### src/mandel_pkg.sv
// ----------------------------------------------------------------------------
// Mandelbrot pixel package
// Widths, constants, shared types and the coordinate saturation function.
// ----------------------------------------------------------------------------
package mandel_pkg;

  localparam int unsigned COORD_W  = 32;
  localparam int unsigned FRAC_W   = 28;
  localparam int unsigned IN_W     = 30;
  localparam int unsigned ITER_W   = 16;
  localparam int unsigned COLOR_W  = 8;
  localparam int unsigned PAL_SIZE = 200;
  localparam int unsigned PAL_W    = $clog2(PAL_SIZE);

  // Scaled products keep the integer bits of a full COORD_W square.
  localparam int unsigned PROD_W = 2 * COORD_W - FRAC_W;
  localparam int unsigned MAG_W  = PROD_W + 1;
  localparam int unsigned SUM_W  = PROD_W + 2;
  localparam int unsigned SQ_W   = 2 * IN_W;
  localparam int unsigned RAD_W  = SQ_W + 1;

  localparam int unsigned QUEUE_DEPTH = 2;
  localparam int unsigned QPTR_W      = $clog2(QUEUE_DEPTH);
  localparam int unsigned QCNT_W      = $clog2(QUEUE_DEPTH + 1);

  localparam logic [ITER_W-1:0]       MAX_ITER_RESET = ITER_W'(2000);
  localparam logic [RAD_W-1:0]        RAD_LIMIT      = RAD_W'(1) << (2 * FRAC_W + 1);
  localparam logic signed [MAG_W-1:0] ESC_LIMIT      = MAG_W'(4) << FRAC_W;
  localparam logic [COLOR_W-1:0]      COLOR_MAX      = '1;

  typedef enum logic [1:0] {
    CLS_ESCAPED = 2'd0,
    CLS_OUTSIDE = 2'd1,
    CLS_INSIDE  = 2'd2
  } pixel_class_e;

  typedef enum logic [1:0] {
    BK_IDLE,
    BK_STEP,
    BK_MULT
  } back_state_e;

  typedef struct packed {
    logic signed [IN_W-1:0] c_real;
    logic signed [IN_W-1:0] c_imag;
    logic                   outside;
  } item_t;

  typedef struct packed {
    logic [ITER_W-1:0]  escape_count;
    pixel_class_e       pixel_class;
    logic [COLOR_W-1:0] red;
    logic [COLOR_W-1:0] green;
    logic [COLOR_W-1:0] blue;
  } result_t;

  // Clamp a wide sum to the signed coordinate range.
  function automatic logic signed [COORD_W-1:0] sat_coord(input logic signed [SUM_W-1:0] v);
    logic [SUM_W-COORD_W:0] top;
    logic signed [COORD_W-1:0] r;
    top = v[SUM_W-1:COORD_W-1];
    if ((&top) || !(|top)) begin
      r = v[COORD_W-1:0];
    end else if (v[SUM_W-1]) begin
      r = {1'b1, {(COORD_W-1){1'b0}}};
    end else begin
      r = {1'b0, {(COORD_W-1){1'b1}}};
    end
    return r;
  endfunction

endpackage

### src/mandel_queue.sv
// ----------------------------------------------------------------------------
// Mandelbrot point queue
// Short first-in first-out buffer between the front end and the iteration
// engine.
// ----------------------------------------------------------------------------
module mandel_queue (
  input  logic              clk_i,
  input  logic              rst_ni,
  input  logic              push_i,
  input  mandel_pkg::item_t push_data_i,
  output logic              full_o,
  input  logic              pop_i,
  output logic              empty_o,
  output mandel_pkg::item_t pop_data_o
);

  mandel_pkg::item_t                 mem_q [mandel_pkg::QUEUE_DEPTH];
  logic [mandel_pkg::QPTR_W-1:0]     wr_q, rd_q;
  logic [mandel_pkg::QCNT_W-1:0]     cnt_q;
  logic                              push_ok, pop_ok;

  assign full_o     = (cnt_q == mandel_pkg::QCNT_W'(mandel_pkg::QUEUE_DEPTH));
  assign empty_o    = (cnt_q == '0);
  assign push_ok    = push_i & ~full_o;
  assign pop_ok     = pop_i & ~empty_o;
  assign pop_data_o = mem_q[rd_q];

  always_ff @(posedge clk_i or negedge rst_ni) begin
    if (!rst_ni) begin
      wr_q  <= '0;
      rd_q  <= '0;
      cnt_q <= '0;
    end else begin
      if (push_ok) begin
        wr_q <= (wr_q == mandel_pkg::QPTR_W'(mandel_pkg::QUEUE_DEPTH - 1)) ? '0 : wr_q + 1'b1;
      end
      if (pop_ok) begin
        rd_q <= (rd_q == mandel_pkg::QPTR_W'(mandel_pkg::QUEUE_DEPTH - 1)) ? '0 : rd_q + 1'b1;
      end
      case ({push_ok, pop_ok})
        2'b10:   cnt_q <= cnt_q + 1'b1;
        2'b01:   cnt_q <= cnt_q - 1'b1;
        default: cnt_q <= cnt_q;
      endcase
    end
  end

  always_ff @(posedge clk_i) begin
    if (push_ok) begin
      mem_q[wr_q] <= push_data_i;
    end
  end

endmodule

### config.mk
export PLATFORM = sky130hd
export DESIGN_NAME = mandel_queue
export DESIGN_NICKNAME = d
export VERILOG_FILES = /design/src/mandel_pkg.sv /design/src/mandel_queue.sv
export SDC_FILE = /design/constraint.sdc
export NUM_CORES = 1
export LEC_CHECK = 0
export BUFFER_PORTS_ARGS = -buffer_cell sky130_fd_sc_hd__buf_2
export CAP_MARGIN = 20
export CORE_MARGIN = 2
export CORE_UTILIZATION = 25
export CTS_CLUSTER_SIZE = 25
export DETAILED_ROUTE_END_ITERATION = 7
export PLACE_DENSITY = 0.56
export REMOVE_ABC_BUFFERS = 1
export SETUP_SLACK_MARGIN = 0.5
export SLEW_MARGIN = 30
export SYNTH_ARGS = -nofsm -noshare
export SYNTH_HDL_FRONTEND = slang
export SYNTH_SLANG_ARGS = --single-unit
export TNS_END_PERCENT = 10
### constraint.sdc
create_clock -name clk_i -period 7.3 [get_ports clk_i]
set_input_delay 0.73 -clock clk_i [delete_from_list [all_inputs] [get_ports clk_i]]
set_output_delay 0.73 -clock clk_i [all_outputs]
set_load 0.005 [all_outputs]
### Yosys cells after proc, flatten, opt, wreduce, memory -nomap -nowiden

Memory sizes are Yosys's and may differ from the RTL's.
Index checks and enable logic that the tools add are counted.
W data, S select, Z words.

* bits in registers: 4
* bits in latches: 0
* RAM bits: 122
* ROM bits: 0
* input port bits: 65
* output and inout bits: 63
* memories: 1

* add/sub/neg operators: 4
* multipliers: 0
* div/mod/pow operators: 0
* magnitude comparators: 0
* equal/unequal tests: 3
* shift operators: 0
* muxes and demuxes: 5
* bitwise logic cells: 4
* reductions and logical operators: 2

Memory list
* mem_q: depth 2, width 61, rd ports 1, clocked after Yosys merged registers in 0, wr ports 1, RTL line mandel_queue.sv:17 `mandel_pkg::item_t mem_q [mandel_pkg::QUEUE_DEPTH];`

Operators by type and width (number)
* $eq A2 B2 Y1 const B: 2
* $mux W1: 4
* $pmux W2 S2: 1
* $add A1 B1 Y1 const B: 2
* $add A2 B1 Y2 const B: 1
* $and A1 B1 Y1: 2
* $eq A2 B1 Y1 const B: 1
* $logic_not A2 Y1: 1
* $not A1 Y1: 2
* $reduce_bool A2 Y1: 1
* $sub A2 B1 Y2 const B: 1

### Logic depth before layout (Yosys ltp)

* word-level depth: 5
* depth in mapped cells: 6
* depth with buffers taken out: 6

### Worst setup path before layout

No wires, ideal clock.

* path kind: input to register
* start: input push_i
* end: memory mem_q[0][0] in the netlist's numbering (enable)
* library setup time: 480 ps
* data arrival time: 3376 ps
* required time: 6820 ps
* path slack: 3444 ps
* stages on the path: 2
* path buffers: 0
* path through: nand2_1 > nor2_1

* cells in the longest elaborated chain, start to end: 3

RTL lines
* start: declaration: RTL line mandel_queue.sv:9 `input logic push_i,`
* $and A1 B1 Y1: RTL line mandel_queue.sv:24 `assign push_ok = push_i & ~full_o;`
* $mux W1: RTL line mandel_queue.sv:49 `if (push_ok) begin`
* $mux W1 (implied by the code): RTL line mandel_queue.sv:50 `mem_q[wr_q] <= push_data_i;`
* end: declaration: RTL line mandel_queue.sv:17

No other way between the ends.

==> run summary <==
Status -> finished, final reports clean
Die Wd -> 144 um
Final TNS setup -> 0 ps
Final Instance Area -> 6290 sq um
GRT Total Usage -> 0.0906
Clock Skew -> 7.52 ps
Port Buffers -> 127
Residual DRC -> 0
Number of H-tree levels -> 4
Finished Core Util -> 0.325
Layout cells sized above 1 -> 0.597
Router iterations before antenna repair -> 4
Final hold violation count -> 0
DR vias -> 2360
Final wirelength -> 9.16 mm
Setup bufs post-CTS -> 0
CTS tree -> yes
Relative slew slack -> 0.392
Critical path type -> flop to output pin
Vias per Instance -> 3.76
Post-synthesis cell type count -> 15
CORE AREA -> 19300 sq um
CP max FO -> 57
CTS max path bufs -> 2
Post-DP HPWL -> 5.91 mm
Initial antenna violation count -> 0
Area grow syn2layout -> 28.3%
Leakage Power -> 2.48 nW
Fmax -> 353 MHz
Cts repair resizes -> 0
Clk slew on worst S/H paths -> 50 ps
GP Congestion -> 0.648
Clk Latency, worst-skew pair -> 410 ps
Critical Path Sink Type -> output pin
DP Area -> 5770 sq um
Clk sinks -> 126
Synth Warn # -> 0
Critical Path Start Type -> flop
CP required -> 6570 ps
Final min period -> 2830 ps
DRT antenna net count -> 0
Nets -> 415
Vias in the first global route -> 2518
Worst Hold Class -> primary input to asynchronous set/reset pin
Final Max Slew Viols -> 0
Synth Area per Inst -> 23.6 sq um
Syn Inst Count -> 208
Synth Cell Area -> 4900 sq um
Worst r2r path cells -> 4
Ports -> 128
Post-cts hold buffer count -> 0
Fin crit share -> 0.388
Clk root buf -> clkbuf_16
PD cells -> 400 nW/um^2
Synth Register Bits -> 126
GRT overflow -> 0
Largest net degree at the start of global routing -> 62
VDD IR-drop max -> 0.318 mV
TritonCTS Buffers -> 17
Routed len/inst -> 14.6 um
Tot Pwr -> 0.00252 W
Tightest Pin Transition -> 911 ps
Seq/Total Area, Yosys -> 0.768
# setup viols final -> 0
Initial drt markers -> 87
Full die area -> 20700 sq um
Row Count -> 51
RSZ-0062 raised after global routing -> false
N_diodes -> 0
Initial core utilization -> 0.253
Max cap viols -> 0
Die Span Y -> 144 um
First-pass GRT wire length -> 13.6 mm
WP data arrival -> 2100 ps
[per-layer routing]
layer | part of all wire | track usage
met1 | 0.42 | 0.107
met2 | 0.50 | 0.143
met3 | 0.072 | 0.0394
met4 | 0.0096 | 0.0402
met5 | 0 | 0
[cells by family after synthesis]
group	synth area share
flip-flops	0.768
XOR/XNOR	0.00894
buffers and inverters	0.0276
adder cells (fa/ha/maj)	0.00255
multiplexers	0.185
AND/OR/NAND/NOR	0.00741
[worst max-delay path, stage by stage (launching register included)]
cell	delay, ps
dfrtp_4	470
buf_6	580
mux2_2	420
buf_2	130
[path summary, 6_finish.rpt]
check / end / startpoint / slack [ps]
worst max-delay path: pop_data_o[43] / rd_q$_DFFE_PN0P_ / 4470
worst min-delay path: rd_q$_DFFE_PN0P_ / rst_ni / 110
worst max register to register: mem_q[0][23]$_DFFE_PP_ / cnt_q[0]$_DFFE_PN0P_ / 4960
worst min register to register: cnt_q[1]$_DFFE_PN0P_ / cnt_q[1]$_DFFE_PN0P_ / 500
max in group asynchronous: rd_q$_DFFE_PN0P_ / rst_ni / 7050
min in group clk_i: cnt_q[1]$_DFFE_PN0P_ / cnt_q[1]$_DFFE_PN0P_ / 500
[state kept, by name, indices dropped and copies added, names as in the netlist]
name and cells:
wr_q 1, rd_q 1, cnt_q 2, mem_q 122
[per-stage QoR]
stage	hold WS (ps)	setup slack [ps]	std cells
after floorplan	434	3440	201
after global placement	481	4660	595
after detailed placement	496	4610	595
after CTS	104	4420	627
after global routing	101	4350	627
final	113	4470	627
[placed cells by master, fill, tap and decap left out, drive strengths merged]
| cell type | synthesis | final |
|---|---|---|
| edfxtp | 122 | 122 |
| inv | 1 | 1 |
| dfrtp | 4 | 4 |
| nor2 | 3 | 3 |
| bufinv | 0 | 1 |
| ha | 1 | 1 |
| and3 | 1 | 1 |
| clkinvlp | 0 | 2 |
| xor2 | 2 | 2 |
| buf | 7 | 129 |
| xnor2 | 3 | 3 |
| nor2b | 1 | 1 |
| clkbuf | 0 | 23 |
| clkinv | 0 | 6 |
| mux2 | 61 | 61 |
| nand2 | 1 | 1 |
| nand2b | 1 | 1 |
[cell type report]
| cell class | count | area [sq um] |
|---|---|---|
| Inverter | 1 | 3.75 |
| Timing Repair Buffer | 129 | 654 |
| Fill cell | 1888 | 13000 |
| Tap cell | 265 | 332 |
| Clock inverter | 9 | 70.1 |
| Multi-Input combinational cell | 74 | 1010 |
| Sequential cell | 126 | 3770 |
| Clock buffer | 23 | 448 |
[synthesized netlist by cell type]
library cell	instances	area (sq um)
nand2b_1	1	6.26
ha_1	1	12.5
xor2_1	2	17.5
inv_1	1	3.75
xnor2_1	3	26.3
and3_1	1	6.26
nor2_1	3	11.3
buf_6	1	11.3
dfrtp_1	4	100
mux2_4	59	886
buf_12	6	120
nand2_1	1	3.75
nor2b_2	1	8.76
edfxtp_1	122	3660
mux2_2	2	22.5
[power by group]
part | internal (W) | switching (W) | total (W)
Sequential | 0.000995 | 0.0000512 | 0.00105
Combinational | 0.000394 | 0.000333 | 0.000727
Clock | 0.000461 | 0.000283 | 0.000744
No activity file was read; power rests on OpenSTA's default activity.
